## src/gst_pkg.sv

```systemverilog
package gst_pkg;

  localparam int unsigned SampleBits = 12;
  localparam int unsigned PhaseBits  = 6;
  localparam int unsigned CountBits  = 8;
  localparam int unsigned CfgIdxBits = 2;

  localparam logic [SampleBits-1:0] Midscale = 12'd2047;
  localparam logic [CountBits-1:0]  CountMax = 8'd255;

  localparam logic [CfgIdxBits-1:0] CfgSliceDivide = 2'd0;
  localparam logic [CfgIdxBits-1:0] CfgHalfPeriod  = 2'd1;

  localparam logic [CountBits-1:0] SliceDivideRst = 8'd5;
  localparam logic [CountBits-1:0] HalfPeriodRst  = 8'd20;

  typedef enum logic {
    OpControl = 1'b0,
    OpSample  = 1'b1
  } op_e;

  typedef struct packed {
    logic                  tone_active;
    logic [SampleBits-1:0] dac_value;
  } result_t;

  function automatic logic [SampleBits-1:0] sine_word(input logic [PhaseBits-1:0] idx);
    logic [SampleBits-1:0] w;
    case (idx)
      6'd0:  w = 12'd2047; 6'd1:  w = 12'd2247; 6'd2:  w = 12'd2446; 6'd3:  w = 12'd2641;
      6'd4:  w = 12'd2830; 6'd5:  w = 12'd3012; 6'd6:  w = 12'd3184; 6'd7:  w = 12'd3346;
      6'd8:  w = 12'd3495; 6'd9:  w = 12'd3630; 6'd10: w = 12'd3749; 6'd11: w = 12'd3853;
      6'd12: w = 12'd3939; 6'd13: w = 12'd4006; 6'd14: w = 12'd4055; 6'd15: w = 12'd4085;
      6'd16: w = 12'd4095; 6'd17: w = 12'd4085; 6'd18: w = 12'd4055; 6'd19: w = 12'd4006;
      6'd20: w = 12'd3939; 6'd21: w = 12'd3853; 6'd22: w = 12'd3749; 6'd23: w = 12'd3630;
      6'd24: w = 12'd3495; 6'd25: w = 12'd3346; 6'd26: w = 12'd3184; 6'd27: w = 12'd3012;
      6'd28: w = 12'd2830; 6'd29: w = 12'd2641; 6'd30: w = 12'd2446; 6'd31: w = 12'd2247;
      6'd32: w = 12'd2047; 6'd33: w = 12'd1846; 6'd34: w = 12'd1647; 6'd35: w = 12'd1452;
      6'd36: w = 12'd1263; 6'd37: w = 12'd1081; 6'd38: w = 12'd909;  6'd39: w = 12'd747;
      6'd40: w = 12'd598;  6'd41: w = 12'd463;  6'd42: w = 12'd344;  6'd43: w = 12'd240;
      6'd44: w = 12'd154;  6'd45: w = 12'd87;   6'd46: w = 12'd38;   6'd47: w = 12'd9;
      6'd48: w = 12'd0;    6'd49: w = 12'd9;    6'd50: w = 12'd38;   6'd51: w = 12'd87;
      6'd52: w = 12'd154;  6'd53: w = 12'd240;  6'd54: w = 12'd344;  6'd55: w = 12'd463;
      6'd56: w = 12'd598;  6'd57: w = 12'd747;  6'd58: w = 12'd909;  6'd59: w = 12'd1081;
      6'd60: w = 12'd1263; 6'd61: w = 12'd1452; 6'd62: w = 12'd1647; 6'd63: w = 12'd1846;
      default: w = Midscale;
    endcase
    return w;
  endfunction

endpackage

```

## src/gst_core.sv

```systemverilog
module gst_core (
  input  logic                            clk_i,
  input  logic                            rst_ni,
  input  logic                            cfg_we_i,
  input  logic [gst_pkg::CfgIdxBits-1:0]  cfg_idx_i,
  input  logic [gst_pkg::CountBits-1:0]   cfg_data_i,
  input  logic                            accept_i,
  input  logic                            operation_i,
  input  logic                            alarm_state_i,
  output gst_pkg::result_t                result_o
);
  import gst_pkg::*;

  logic [CountBits-1:0]  slice_divide_q, half_period_q;
  logic [CountBits-1:0]  slice_count_q, slice_count_d;
  logic [CountBits-1:0]  burst_count_q, burst_count_d;
  logic                  tone_q, tone_d;
  logic [PhaseBits-1:0]  phase_q, phase_d;
  logic [SampleBits-1:0] held_q, held_d;
  logic [CountBits-1:0]  slice_inc, burst_inc;

  always_ff @(posedge clk_i or negedge rst_ni) begin
    if (!rst_ni) begin
      slice_divide_q <= SliceDivideRst;
      half_period_q  <= HalfPeriodRst;
    end else if (cfg_we_i) begin
      case (cfg_idx_i)
        CfgSliceDivide: slice_divide_q <= cfg_data_i;
        CfgHalfPeriod:  half_period_q  <= cfg_data_i;
        default: ;
      endcase
    end
  end

  // counters saturate at the top rather than wrap
  assign slice_inc = (slice_count_q == CountMax) ? CountMax : slice_count_q + 8'd1;
  assign burst_inc = (burst_count_q == CountMax) ? CountMax : burst_count_q + 8'd1;

  always_comb begin
    slice_count_d = slice_count_q;
    burst_count_d = burst_count_q;
    tone_d        = tone_q;
    phase_d       = phase_q;
    held_d        = held_q;
    case (op_e'(operation_i))
      OpSample: begin
        if (tone_q) begin
          held_d  = sine_word(phase_q);
          phase_d = phase_q + 6'd1;
        end
      end
      OpControl: begin
        slice_count_d = slice_inc;
        if (slice_inc >= slice_divide_q) begin
          slice_count_d = '0;
          if (!alarm_state_i) begin
            // preset one past the half period so the tone starts on the next slice
            burst_count_d = (half_period_q == CountMax) ? CountMax : half_period_q + 8'd1;
            tone_d        = 1'b0;
            held_d        = Midscale;
          end else begin
            burst_count_d = burst_inc;
            if (burst_inc >= half_period_q) begin
              burst_count_d = '0;
              if (tone_q) begin
                tone_d = 1'b0;
                held_d = Midscale;
              end else begin
                tone_d = 1'b1;
              end
            end
          end
        end
      end
      default: ;
    endcase
  end

  always_ff @(posedge clk_i or negedge rst_ni) begin
    if (!rst_ni) begin
      slice_count_q <= '0;
      burst_count_q <= '0;
      tone_q        <= 1'b0;
      phase_q       <= '0;
      held_q        <= Midscale;
    end else if (accept_i) begin
      slice_count_q <= slice_count_d;
      burst_count_q <= burst_count_d;
      tone_q        <= tone_d;
      phase_q       <= phase_d;
      held_q        <= held_d;
    end
  end

  assign result_o.dac_value   = held_d;
  assign result_o.tone_active = tone_d;

endmodule

```

## src/gated_sine_tone_burst.sv

```systemverilog
// Alarm tone-burst generator. Each input word is a tick: tuser 0 is a control tick
// (tdata bit 0 carries the alarm state), tuser 1 is a sample tick that steps a
// 64-entry sine table while the tone is on. Every tick returns one word: the held
// 12-bit DAC value and the tone-active flag. One tick is taken per clock while the skid
// register is empty; the result is registered in the output register, and a two-deep
// output stage keeps input acceptance going for one more tick while the output stalls.
// Configuration writes (index 0 slice divide, index 1 half period) are for idle use.
module gated_sine_tone_burst (
  input  logic        clk_i,
  input  logic        rst_ni,
  input  logic        cfg_we_i,
  input  logic [1:0]  cfg_idx_i,
  input  logic [7:0]  cfg_data_i,
  input  logic        s_axis_tvalid,
  output logic        s_axis_tready,
  input  logic [7:0]  s_axis_tdata,   // [0] alarm_state, [7:1] zero
  input  logic        s_axis_tuser,   // [0] operation
  output logic        m_axis_tvalid,
  input  logic        m_axis_tready,
  output logic [15:0] m_axis_tdata    // [11:0] dac_value, [12] tone_active, [15:13] zero
);
  import gst_pkg::*;

  logic    accept;
  result_t result;
  result_t out_q, skid_q;
  logic    out_valid_q, skid_valid_q;
  logic    out_free;

  assign s_axis_tready = !skid_valid_q;
  assign accept        = s_axis_tvalid && s_axis_tready;
  assign out_free      = !out_valid_q || m_axis_tready;

  gst_core u_core (
    .clk_i         (clk_i),
    .rst_ni        (rst_ni),
    .cfg_we_i      (cfg_we_i),
    .cfg_idx_i     (cfg_idx_i),
    .cfg_data_i    (cfg_data_i),
    .accept_i      (accept),
    .operation_i   (s_axis_tuser),
    .alarm_state_i (s_axis_tdata[0]),
    .result_o      (result)
  );

  always_ff @(posedge clk_i or negedge rst_ni) begin
    if (!rst_ni) begin
      out_valid_q  <= 1'b0;
      skid_valid_q <= 1'b0;
    end else begin
      if (out_free) begin
        out_valid_q <= skid_valid_q || accept;
        if (skid_valid_q) begin
          skid_valid_q <= accept;
        end
      end else if (accept) begin
        skid_valid_q <= 1'b1;
      end
    end
  end

  // skid word always leaves before a newer one reaches the output
  always_ff @(posedge clk_i) begin
    if (out_free) begin
      out_q <= skid_valid_q ? skid_q : result;
      if (accept) begin
        skid_q <= result;
      end
    end else if (accept) begin
      skid_q <= result;
    end
  end

  assign m_axis_tvalid = out_valid_q;
  assign m_axis_tdata  = {3'b000, out_q.tone_active, out_q.dac_value};

  a_skid_behind_out: assert property (@(posedge clk_i) disable iff (!rst_ni)
    skid_valid_q |-> out_valid_q)
    else $error("skid word held with empty output stage");

  a_idle_midscale: assert property (@(posedge clk_i) disable iff (!rst_ni)
    (m_axis_tvalid && !m_axis_tdata[12]) |-> (m_axis_tdata[11:0] == Midscale))
    else $error("tone off but DAC word not midscale");

  a_accept_to_out: assert property (@(posedge clk_i) disable iff (!rst_ni)
    (accept && !out_valid_q) |=> m_axis_tvalid)
    else $error("accepted word did not reach the output");

endmodule

```

## config.mk

```make
export PLATFORM = sky130hd
export DESIGN_NAME = gated_sine_tone_burst
export DESIGN_NICKNAME = d
export VERILOG_FILES = /design/src/gst_pkg.sv /design/src/gst_core.sv /design/src/gated_sine_tone_burst.sv
export SDC_FILE = /design/constraint.sdc
export NUM_CORES = 1
export LEC_CHECK = 0
export BUFFER_PORTS_ARGS = -buffer_cell sky130_fd_sc_hd__buf_4
export CORE_MARGIN = 2
export CORE_UTILIZATION = 60
export CTS_CLUSTER_DIAMETER = 100
export DETAILED_ROUTE_END_ITERATION = 6
export PLACE_DENSITY = 0.88
export SYNTH_ARGS = -nofsm -noshare
export SYNTH_HDL_FRONTEND = slang
export SYNTH_SLANG_ARGS = --single-unit
```

## constraint.sdc

```tcl
create_clock -name clk_i -period 5.25 [get_ports clk_i]
set_clock_uncertainty 0.15 [all_clocks]
set_input_delay 0.525 -clock clk_i [delete_from_list [all_inputs] [get_ports clk_i]]
set_output_delay 0.525 -clock clk_i [all_outputs]
set_load 0.05 [all_outputs]
```

# After elaboration in Yosys (flattened, before gate mapping)
# Memories as Yosys holds them, arrays and structs flattened.
# Index checks and enable logic that the tools add are counted.
dict set report op_classes {
  addsub 4
  order_cmp 2
  n_reduce_logical 12
  eq_ne 4
  n_bitwise 1
  mux 21
}
# cell count
set ops {}
lappend ops {{two-way mux 12 bit} 5}
lappend ops {{two-way mux 8 bit} 6}
lappend ops {{adder 8 x 1 -> 8 bit, second input constant} 3}
lappend ops {{equality test 8 bit, second input constant} 3}
lappend ops {{one-hot mux 12 bit (2 select lines)} 1}
lappend ops {{greater-or-equal comparator 8 bit} 2}
lappend ops {{two-way mux 13 bit} 1}
lappend ops {{two-way mux 1 bit} 8}
lappend ops {{adder 6 x 1 -> 6 bit, second input constant} 1}
lappend ops {{AND reduction 2 bit} 3}
lappend ops {{AND reduction 3 bit} 2}
lappend ops {{equality test 2 x 1 -> 1 bit, second input constant} 1}
lappend ops {{zero test 1 bit} 2}
lappend ops {{zero test 2 bit} 1}
lappend ops {{logical OR 1 bit} 2}
lappend ops {{nonzero test 2 bit} 1}
lappend ops {{logical AND 1 bit} 1}
lappend ops {{inverter 1 bit} 1}
dict set report word_totals {
  romBits 768
  reg_bits 79
  input_bits 24
  output_inout_bits 18
  memories 1
  wordCells 58
}
# name words word_bits read_ports rd_ports_with_merged_regs write_ports line
set mem_list {}
lappend mem_list {{(name not given)} 64 12 1 0 0 gst_pkg.sv:29} ;# case (idx)

# Logic depth before layout (Yosys ltp)
# Gate-level depths: netlist of run 1.
dict set report logic_depth {
  word_depth 8
  depth_mapped 14
  mapped_depth_nobuf 12
}

# Hierarchy
# Synthesis of run 1 repeated with hierarchy kept, for this count alone.
dict set report unflattened {
  hier_cells 596
  hier_area_um2 5586.6
}
# mod cells_each area_each_um2 seq_area_each_um2 n_inst
set by_module_without_submodules {}
lappend by_module_without_submodules {gst_core 543 4495.6 1295.0 1}
lappend by_module_without_submodules {gated_sine_tone_burst 53 1091.0 830.8 1}

# Worst setup path after synthesis of run 1
# OpenSTA, ideal clock, no wires.
dict set report synth_timing {
  path_type {flip-flop to flip-flop}
  startpoint {reg u_core.slice_count_q[0]}
  endpoint {reg out_q, in the netlist m_axis_tdata[0] (data pin)}
  n_path_buf 0
  path_slack_ns 1.654
  path_stages_with_launch 13
  arrival_time_ns 3.186
  setup_time_ns 0.260
  required_time_ns 4.840
  period_less_slack_ns 3.596
  cell_sequence {dfrtp_1 ha_1 and3_1 and3_1 nand3_1 and2_1 ha_1 nand2b_1 a2111oi_1 o32a_1 nor3_1 or3_4 mux2_2}
}
# item line
set synth_rtl {}
lappend synth_rtl {{from (decl)} gst_core.sv:15} ;# logic [CountBits-1:0] slice_count_q, slice_count_d;
lappend synth_rtl {{from (signal assigned)} gst_core.sv:87} ;# slice_count_q <= slice_count_d;
lappend synth_rtl {{to (signal assigned)} gated_sine_tone_burst.sv:65} ;# out_q <= skid_valid_q ? skid_q : result;
lappend synth_rtl {{to (decl)} gated_sine_tone_burst.sv:26} ;# result_t out_q, skid_q;

==> out/metrics.yaml, run 1 <==
status: "completed"
synth_ff_type: "dfrtp_1"
p_switching_mw: 1.622
fillers: 676
grt_pass1_wl_um: 22670
die_h_um: 99.55
gp_congestion: 0.9733
max_slew_margin: 0.3700
syn-cell-area_sq_um: 5478
final_cell_mix: "nand2_1 (56), inv_1 (42), a21oi_1 (41)"
period_needed_ps: 4158
drv_slew: 0
clkLatencyLatePin_ps: 360
grt-ovfl-total: 0
synthArstFlopShare: 0.6709
cts_buffers: 9
peakVddDrop_uv: 417.6
antenna_found_initial: 0
worstSetupPathType: "reg2reg"
tritoncts: "done"
drive_above_1_share: 0.1661
core-area_sq_um: 8806
cp_max_fo: 10
whs_ps: 34.09
start_kind: "register"
pwr-share-seq: 0.319
io_pins: 42
ys_seq_area_frac: 0.3881
row_count: 34
dpl.hpwl_um: 9586
grt_max_degree: 54
worstPathRequired_ps: 5220
regToRegSetupSlack_ps: 1090
synth.area.top_cells: "dfrtp_1 (17%), edfxtp_1 (14%), dfstp_2 (7.2%)"
syn_area_per_cell_sq_um: 9.114
hold_viol: 0
drc_errors: 0
area_growth_pct: 7.926
drtIter0Drc: 424
io_buffers: 31
ys_ff_latch: 79
leakage_nw: 2.464
tightest_slew_ps: 944.9
clkPwrFrac: 0.143
vias: 4720
synth_warnings: 0
synthCells: 601
synth_top_area_frac: 0.1736
regArea_sq_um: 2126
setup_viol_count_final: 0
initial_core_util: 0.6221
pre_cts_slack_ps: 1127
h-tree-depth: 3
p_comb_frac: 0.537
fin_nets: 661
p_per_area_nw_per_um2: 604.7
cts_setup_buffers: 0
cts-resized-gates: 0
max_freq_mhz: 240.5
fin_crit_sh: 0.7920
wl_per_cell_um: 18.73
synth-edff-count: 26
arrival_ps: 4130
power.share.switching: 0.4536
yosysTopAreaCell: "dfrtp_1"
clock_sinks: 79
root_buffer: "clkbuf_8"
multi_input_area_sq_um: 3014
final_common_cell: "nand2_1"
rsz0062_at_grt: "no"
cellInternalPower_mw: 1.953
end_kind: "register"
setup_slack_ps: 1092
first_pass_iters: 7
yosysUniqueCellTypes: 74
viasPerCell: 6.537
antenna_cells: 0
clk_pin_slew_ps: 90
grt_usage: 0.2826
dp.cells: 706
die-area_sq_um: 9910
fp.dieW_um: 99.55
finalWirelength_um: 13520
fin_cells: 722
cap_violations: 0
ant_nets: 0
cts_buffer_depth: 2
grt_pass1_vias: 4685
hold_buffers: 0
fin_tns_setup_ps: 0
min_path_type: "in2async"
## state kept, by name (all words and copies together), names as in the netlist, 6 cells and up
signal,count
u_core.slice_count_q,8
u_core.slice_divide_q,8
skid_q,13
u_core.phase_q,6
m_axis_tdata,13
u_core.held_q,12
u_core.half_period_q,8
u_core.burst_count_q,8
## cell families (layout without fill, tap and decap cells)
family          after synthesis  after routing  synth area share
compound gates              171            171            0.2152
xor+xnor                     13             13           0.02079
fa+ha+maj                    28             28           0.06396
buf+inv                      82             93           0.06304
flops                        79             79            0.3881
mux                          32             32           0.07241
other cells                   1              3         0.0006846
simple gates                195            195            0.1759
## critical path, cell delays in order, from the launching register on
cell and delay [ps]:
dfrtp_1 390, ha_1 230, and3_1 240, and3_1 210
nand3_1 290, and2_1 290, ha_1 260, nand2b_1 140
a2111oi_1 570, o32a_1 300, nor3_1 160, or3_4 430
mux2_2 260
## area by class of cell
| cell class | instances | share of cell area |
|---|---|---|
| clock buffers | 9 | 0.02095 |
| clock inverters | 7 | 0.01630 |
| multi-input cells | 442 | 0.5098 |
| repair buffers | 34 | 0.04317 |
| well taps | 108 | 0.02286 |
| inverters | 43 | 0.02730 |
| flip-flops and latches | 79 | 0.3596 |
## routing by layer
metal  GRT usage  up-vias  wire length, um
li1            -     2197                -
met1      0.3892     2262             5916
met2      0.4496      230             6245
met3     0.06817       31             1127
met4     0.07692        0              233
met5           0        -                0
## worst paths after layout
path	depth (start not counted)	from	to
worst max-delay path	12	u_core.slice_count_q[0]	m_axis_tdata[0]
worst min-delay path	1	rst_ni	u_core.phase_q[0]
worst max register to register	12	u_core.slice_count_q[0]	m_axis_tdata[0]
worst min register to register	2	u_core.held_q[5]	u_core.held_q[5]
max in group asynchronous	1	rst_ni	skid_valid_q
min in group clk_i	3	s_axis_tvalid	m_axis_tvalid
## synth_stat cells, drive strengths merged, types with 9 or more instances
master   n
nand2   56
inv     43
a21oi   41
edfxtp  26
clkbuf  21
nand3   20
o21ai   36
nor2    38
a211oi   9
nand2b  17
dfrtp   38
ha      28
nor3    15
dfstp   15
mux2    25
buf     18
nand4    9
## power groups by stage
stage | Clock, mW | Sequential [mW] | Combinational [mW]
floorplan | 0 | 1.19 | 1.38
global placement | 0 | 1.13 | 1.81
detailed placement | 0 | 1.15 | 1.87
CTS | 0.516 | 1.13 | 1.88
global route | 0.541 | 1.18 | 2.09
finish | 0.512 | 1.14 | 1.92
## stage by stage
step / util / total power [mW] / instance area [sq um]
floorplan: - / 2.566 / 5485
global placement: 0.6463 / 2.943 / 5692
detailed placement: 0.6463 / 3.019 / 5692
CTS: 0.6714 / 3.534 / 5912
global route: 0.6714 / 3.813 / 5912
finish: 0.6714 / 3.575 / 5912
No activity file was read; power rests on OpenSTA's default activity.
==> run 2, diff against run 1 <==
--- a/config.mk
+++ b/config.mk
@@ -7,10 +7,10 @@
 export LEC_CHECK = 0
 export BUFFER_PORTS_ARGS = -buffer_cell sky130_fd_sc_hd__buf_4
 export CORE_MARGIN = 2
-export CORE_UTILIZATION = 60
+export CORE_UTILIZATION = 55
 export CTS_CLUSTER_DIAMETER = 100
 export DETAILED_ROUTE_END_ITERATION = 6
-export PLACE_DENSITY = 0.88
+export PLACE_DENSITY = 0.85
 export SYNTH_ARGS = -nofsm -noshare
 export SYNTH_HDL_FRONTEND = slang
 export SYNTH_SLANG_ARGS = --single-unit
==> constraint.sdc (replaced) <==
create_clock -name clk_i -period 3.4 [get_ports clk_i]
set_clock_uncertainty 0.15 [all_clocks]
set_input_delay 0.34 -clock clk_i [delete_from_list [all_inputs] [get_ports clk_i]]
set_output_delay 0.34 -clock clk_i [all_outputs]
set_load 0.05 [all_outputs]
==> run 2 against run 1 <==
The run now ends with setup timing left. Combinational power rose by 85%. Non-clock buffer count increased by 39. Critical endpoint unchanged. Register-to-register slack got worse by 1100 ps.
==> out/metrics.yaml, run 2 (same netlist as run 1, synthesis figures left out) <==
vias: 4962  # +5.1%
worstSetupPathType: "reg2reg"
grt-ovfl-total: 0  # unchanged
area_growth_pct: 17.54
antenna_found_initial: 0  # unchanged
worstPathRequired_ps: 3370  # -1850 ps
rsz0062_at_grt: "yes"
drv_slew: 0  # unchanged
fin_cells: 786  # +8.9%
drive_above_1_share: 0.2573  # +0.09115
wl_per_cell_um: 19.01  # +1.5%
h-tree-depth: 3  # unchanged
fillers: 781  # +16%
grt_usage: 0.2675  # -0.01507
tritoncts: "done"
cts_buffer_depth: 2  # unchanged
first_pass_iters: 5  # -2
rr_startpoint: "u_core.slice_count_q[1]"
fin_util: 0.6618  # -0.009575
max_freq_mhz: 292.6  # +22%
cap_violations: 0  # unchanged
final_common_cell: "buf_4"
final_area_sq_um: 6439  # +8.9%
peakVddDrop_uv: 537.5  # +29%
drc_errors: 0  # unchanged
fin_crit_sh: 1.005  # +0.2133
leakage_nw: 2.683  # +8.9%
gp_congestion: 1.007  # +3.4%
worst-r2r-cell-count: 12  # unchanged
violations: "setup timing"
fin_tns_setup_ps: -25.98  # -25.98 ps
period_needed_ps: 3418  # -739.8 ps
dpl.hpwl_um: 10210  # +6.5%
fp.dieW_um: 103.8  # +4.3%
grt_pass1_wl_um: 23190  # +2.3%
clock_sinks: 79  # unchanged
cp_max_fo: 3  # -7
io_pins: 42  # unchanged
clkLatencyLatePin_ps: 370  # about the same
regToRegSetupSlack_ps: -20  # -1110 ps
reg2reg_to: "m_axis_tdata[0]"
start_kind: "register"
antenna_cells: 0  # unchanged
grt_max_degree: 54  # unchanged
core-area_sq_um: 9729  # +10%
die-area_sq_um: 10770  # +8.7%
end_kind: "register"
crit_path_end: "m_axis_tdata[0]"
viasPerCell: 6.313  # -3.4%
ant_nets: 0  # unchanged
final_cell_mix: "buf_4 (69), nand2_1 (54), inv_1 (42)"
io_buffers: 31  # unchanged
min_path_type: "in2reg"
initial_core_util: 0.5630  # -0.05904
arrival_ps: 3390  # -740 ps
grt_pass1_vias: 4630  # -1.2%
tightest_slew_ps: 719.3  # -225.7 ps
critPathLaunch: "u_core.slice_count_q[1]"
placed_cell_area_sq_um: 5988  # +5.2%
cts_buffers: 9  # unchanged
clk_pin_slew_ps: 90  # about the same
max_slew_margin: 0.5205  # +0.1504
hold_viol: 0  # unchanged
drtIter0Drc: 500  # +18%
die_h_um: 103.8  # +4.3%
row_count: 36  # +5.9%
setup_slack_ps: -18.05  # -1110 ps
p_per_area_nw_per_um2: 934.2  # +55%
status: "finished, violations left"
finalWirelength_um: 14940  # +10%
dp.cells: 763  # +8.1%
setup_viol_count_final: 2  # +2
fin_nets: 700  # +5.9%
root_buffer: "clkbuf_8"
run 2: worst min path at each step:
stage / slack (ps) / start / cells after the start / to
after floorplan: -110 / rst_ni / 0 / m_axis_tvalid
after global placement: 270 / rst_ni / 1 / u_core.phase_q[1]
after detailed placement: 280 / rst_ni / 1 / u_core.phase_q[0]
after CTS: 40 / cfg_data_i[7] / 3 / u_core.slice_divide_q[7]
after global routing: 50 / cfg_data_i[6] / 3 / u_core.slice_divide_q[6]
final: 50 / cfg_data_i[5] / 3 / u_core.slice_divide_q[5]
run 2: power by group:
part / switching [mW] / internal (mW)
Combinational: 2.05 / 1.52
Clock: 0.407 / 0.355
Sequential: 0.276 / 1.42
run 2: cell type report:
cell class                 instances  area [sq um]  share of cell area
timing repair buffer              73         561.8             0.08725
clock buffer                       9         123.9             0.01924
multi-input combinational        442          3214              0.4992
sequential                        79          2127              0.3304
tap                              133         166.4             0.02585
clock inverter                     7         83.83             0.01302
inverter                          43         161.4             0.02507
run 2: per-stage QoR:
stage / total power, mW / setup WS [ps] / hold slack (ps)
2_1_floorplan: 3.981 / 5.677 / -105.6
5_1_grt: 6.374 / -92.41 / 50.84
3_3_place_gp: 4.801 / -3.024 / 267.8
3_5_place_dp: 4.917 / -138.1 / 275.7
4_1_cts: 5.761 / 8.309 / 36.38
6_report: 6.015 / -18.05 / 51.27
run 2: worst max-delay path, cell delays in order (launching register included):
cell	delay, ps
dfrtp_1	380
ha_2	190
and3_4	170
and3_4	210
nand3_4	90
and2_4	180
ha_4	200
nand2b_4	140
a2111oi_4	440
o32a_1	280
nor3_4	80
or3_4	400
mux2_4	270
run 2: metal layers:
metal | track usage | wire (um) | up-vias
met5 | 0 | 0 | -
met3 | 0.04846 | 1236 | 30
met1 | 0.3667 | 6073 | 2396
met4 | 0.08494 | 342 | 0
met2 | 0.4333 | 7287 | 250
li1 | - | - | 2286
run 2: timing repair:
item	CTS	global route
pin swaps	5	13
endpoints found under the hold margin	38	0
resized for setup	8	26
hold buffers	1	0
setup buffers	1	5
endpoints found under the setup margin	11	16
==> run 3, diff against run 2 <==
--- a/config.mk
+++ b/config.mk
@@ -6,7 +6,8 @@
 export NUM_CORES = 1
 export LEC_CHECK = 0
 export BUFFER_PORTS_ARGS = -buffer_cell sky130_fd_sc_hd__buf_4
-export CORE_MARGIN = 2
+export CAP_MARGIN = 5
+export CORE_MARGIN = 5
 export CORE_UTILIZATION = 55
 export CTS_CLUSTER_DIAMETER = 100
 export DETAILED_ROUTE_END_ITERATION = 6
==> constraint.sdc (replaced) <==
create_clock -name clk_i -period 3 [get_ports clk_i]
set_clock_uncertainty 0.15 [all_clocks]
set_input_delay 0.3 -clock clk_i [delete_from_list [all_inputs] [get_ports clk_i]]
set_output_delay 0.3 -clock clk_i [all_outputs]
set_load 0.05 [all_outputs]
==> run 3 against run 2 <==
Sequential cell count did not move. The flow still finishes with violations (setup timing). Largest cell class unchanged. Largest power group unchanged. Highest routed layer unchanged. Clock power rose by 14%. Core utilization rose by 2.6 points. Sequential power rose by 12%. First-iteration DRC count rose by 15%. Fmax rose by 5.0%. Wire length rose by 3.2%. Die area rose by 12%. Design area rose by 4.0%.
==> out/metrics.yaml, run 3 (same netlist as run 1, synthesis figures left out) <==
leakage_nw: 2.903  # +8.2%
gp_congestion: 0.9474  # -5.9%
status: "finished, violations left"
setup_slack_ps: -256.1  # -238.0 ps
drc_errors: 0  # unchanged
viasPerCell: 6.201  # -1.8%
clock_sinks: 79  # unchanged
drtIter0Drc: 575  # +15%
p_per_area_nw_per_um2: 1065  # +14%
antenna_found_initial: 0  # unchanged
tightest_slew_ps: 692.3  # -26.99 ps
rsz0062_at_grt: "yes"
grt-ovfl-total: 0  # unchanged
vias: 5060  # +2.0%
drive_above_1_share: 0.2855  # +0.02823
dp.cells: 786  # +3.0%
final_cell_mix: "buf_4 (97), nand2_1 (56), inv_1 (42)"
multi_input_area_sq_um: 3226  # +0.35%
fin_cells: 816  # +3.8%
regArea_sq_um: 2126  # about the same
finalWirelength_um: 15420  # +3.2%
antenna_cells: 0  # unchanged
p_switching_mw: 3.189  # +17%
peakVddDrop_uv: 591.4  # +10%
final_common_cell: "buf_4"
fin_crit_sh: 1.085  # +0.08005
clkLatencyLatePin_ps: 380  # about the same
wl_per_cell_um: 18.90  # -0.56%
p_total_mw: 7.132  # +19%
die_h_um: 109.8  # +5.8%
end_kind: "register"
start_kind: "register"
slowest_stage: "a211oi_4"
cpPeakStageDelay_ps: 410  # -30 ps
tritoncts: "done"
p_comb_frac: 0.612  # +0.020
setup_viol_count_final: 41  # +39
io_buffers: 31  # unchanged
placed_cell_area_sq_um: 6236  # +4.1%
power.share.switching: 0.4471  # -0.006476
cap_violations: 0  # unchanged
dpl.hpwl_um: 10810  # +5.9%
fin_tns_setup_ps: -4105  # -4079 ps
max_freq_mhz: 307.1  # +5.0%
hold_viol: 0  # unchanged
h-tree-depth: 3  # unchanged
initial_core_util: 0.5630  # unchanged
core-area_sq_um: 9729  # unchanged
crit_chain: "ha_2, and3_4, and3_4, nand3_4, and2_4, ha_4, nand2b_4, a2111oi_4, or3_1, a211oi_4, o31ai_1, mux2_4"
cp_max_fo: 6  # +3
pwr-share-seq: 0.265  # -0.016
worstSetupPathType: "reg2reg"
fillers: 715  # -8.5%
violations: "setup timing"
grt_pass1_wl_um: 24210  # +4.4%
cellInternalPower_mw: 3.943  # +20%
area_growth_pct: 22.22
die-area_sq_um: 12050  # +12%
grt_max_degree: 54  # unchanged
clkPwrFrac: 0.122  # -0.005
grt_pass1_vias: 4857  # +4.9%
fin_nets: 730  # +4.3%
grt_usage: 0.2588  # -0.008656
clk_pin_slew_ps: 90  # about the same
crit_top_cell: "and3_4"
first_pass_iters: 5  # unchanged
period_needed_ps: 3256  # -162.0 ps
worstPathRequired_ps: 2970  # -400 ps
io_pins: 42  # unchanged
pre_cts_slack_ps: -257.0  # -118.9 ps
cts_buffers: 9  # unchanged
max_slew_margin: 0.5385  # +0.01800
row_count: 36  # unchanged
final_area_sq_um: 6695  # +4.0%
min_path_type: "in2reg"
arrival_ps: 3230  # -160 ps
fp.dieW_um: 109.8  # +5.8%
drv_slew: 0  # unchanged
ant_nets: 0  # unchanged
root_buffer: "clkbuf_8"
cts_buffer_depth: 2  # unchanged
==> run 3: layout make-up <==
| type | instances | area share |
|---|---|---|
| clock inverter | 7 | 0.01346 |
| inverter | 43 | 0.02411 |
| timing repair buffer | 103 | 0.1198 |
| clock buffer | 9 | 0.01850 |
| tap | 133 | 0.02486 |
| sequential | 79 | 0.3175 |
| multi-input combinational | 442 | 0.4818 |
==> run 3: stage by stage <==
stage	hold slack (ps)	utilization
floorplan	-145.6	-
global placement	225.4	0.6409
detailed placement	239.3	0.6409
CTS	6.238	0.6776
global route	1.444	0.6881
finish	12.54	0.6881
==> run 3: path summary, 6_finish.rpt <==
check	from	end	slack [ps]	cells past startpoint
max	u_core.slice_count_q[1]	m_axis_tdata[11]	-260	12
min	s_axis_tvalid	m_axis_tvalid	10	3
max reg2reg	u_core.slice_count_q[1]	m_axis_tdata[11]	-260	12
min reg2reg	u_core.held_q[2]	u_core.held_q[2]	350	2
max in group asynchronous	rst_ni	u_core.slice_divide_q[1]	1870	2
min in group asynchronous	rst_ni	u_core.phase_q[0]	350	2
==> run 3: repair_timing <==
item,in CTS,in global routing
hold buffers,2,0
pin swaps,10,8
gates resized for setup,18,15
hold endpoints to repair,39,0
buffers inserted,7,6
endpoints found under the setup margin,38,52
==> run 3: metal layers <==
metal	routed length, um	global-route usage	vias up
met5	0	0	-
met4	382	0.09350	0
met3	1116	0.06283	39
met2	7451	0.4207	236
met1	6473	0.3353	2439
li1	-	-	2346
==> run 3: power groups by stage <==
stage	clock network (mW)	registers [mW]	logic, mW
2_1_floorplan	0	2.09	2.52
3_3_place_gp	0	1.86	3.83
3_5_place_dp	0	1.89	3.93
4_1_cts	0.876	1.88	4.10
5_1_grt	0.923	1.93	4.67
6_report	0.872	1.89	4.37
==> run 3: worst max-delay path: cells and delay by family, from the launching register on <==
family          cells  cell delay [ps]
mux                 1              280
fa+ha+maj           2              430
compound gates      3              630
simple gates        6             1160
flops               1              360
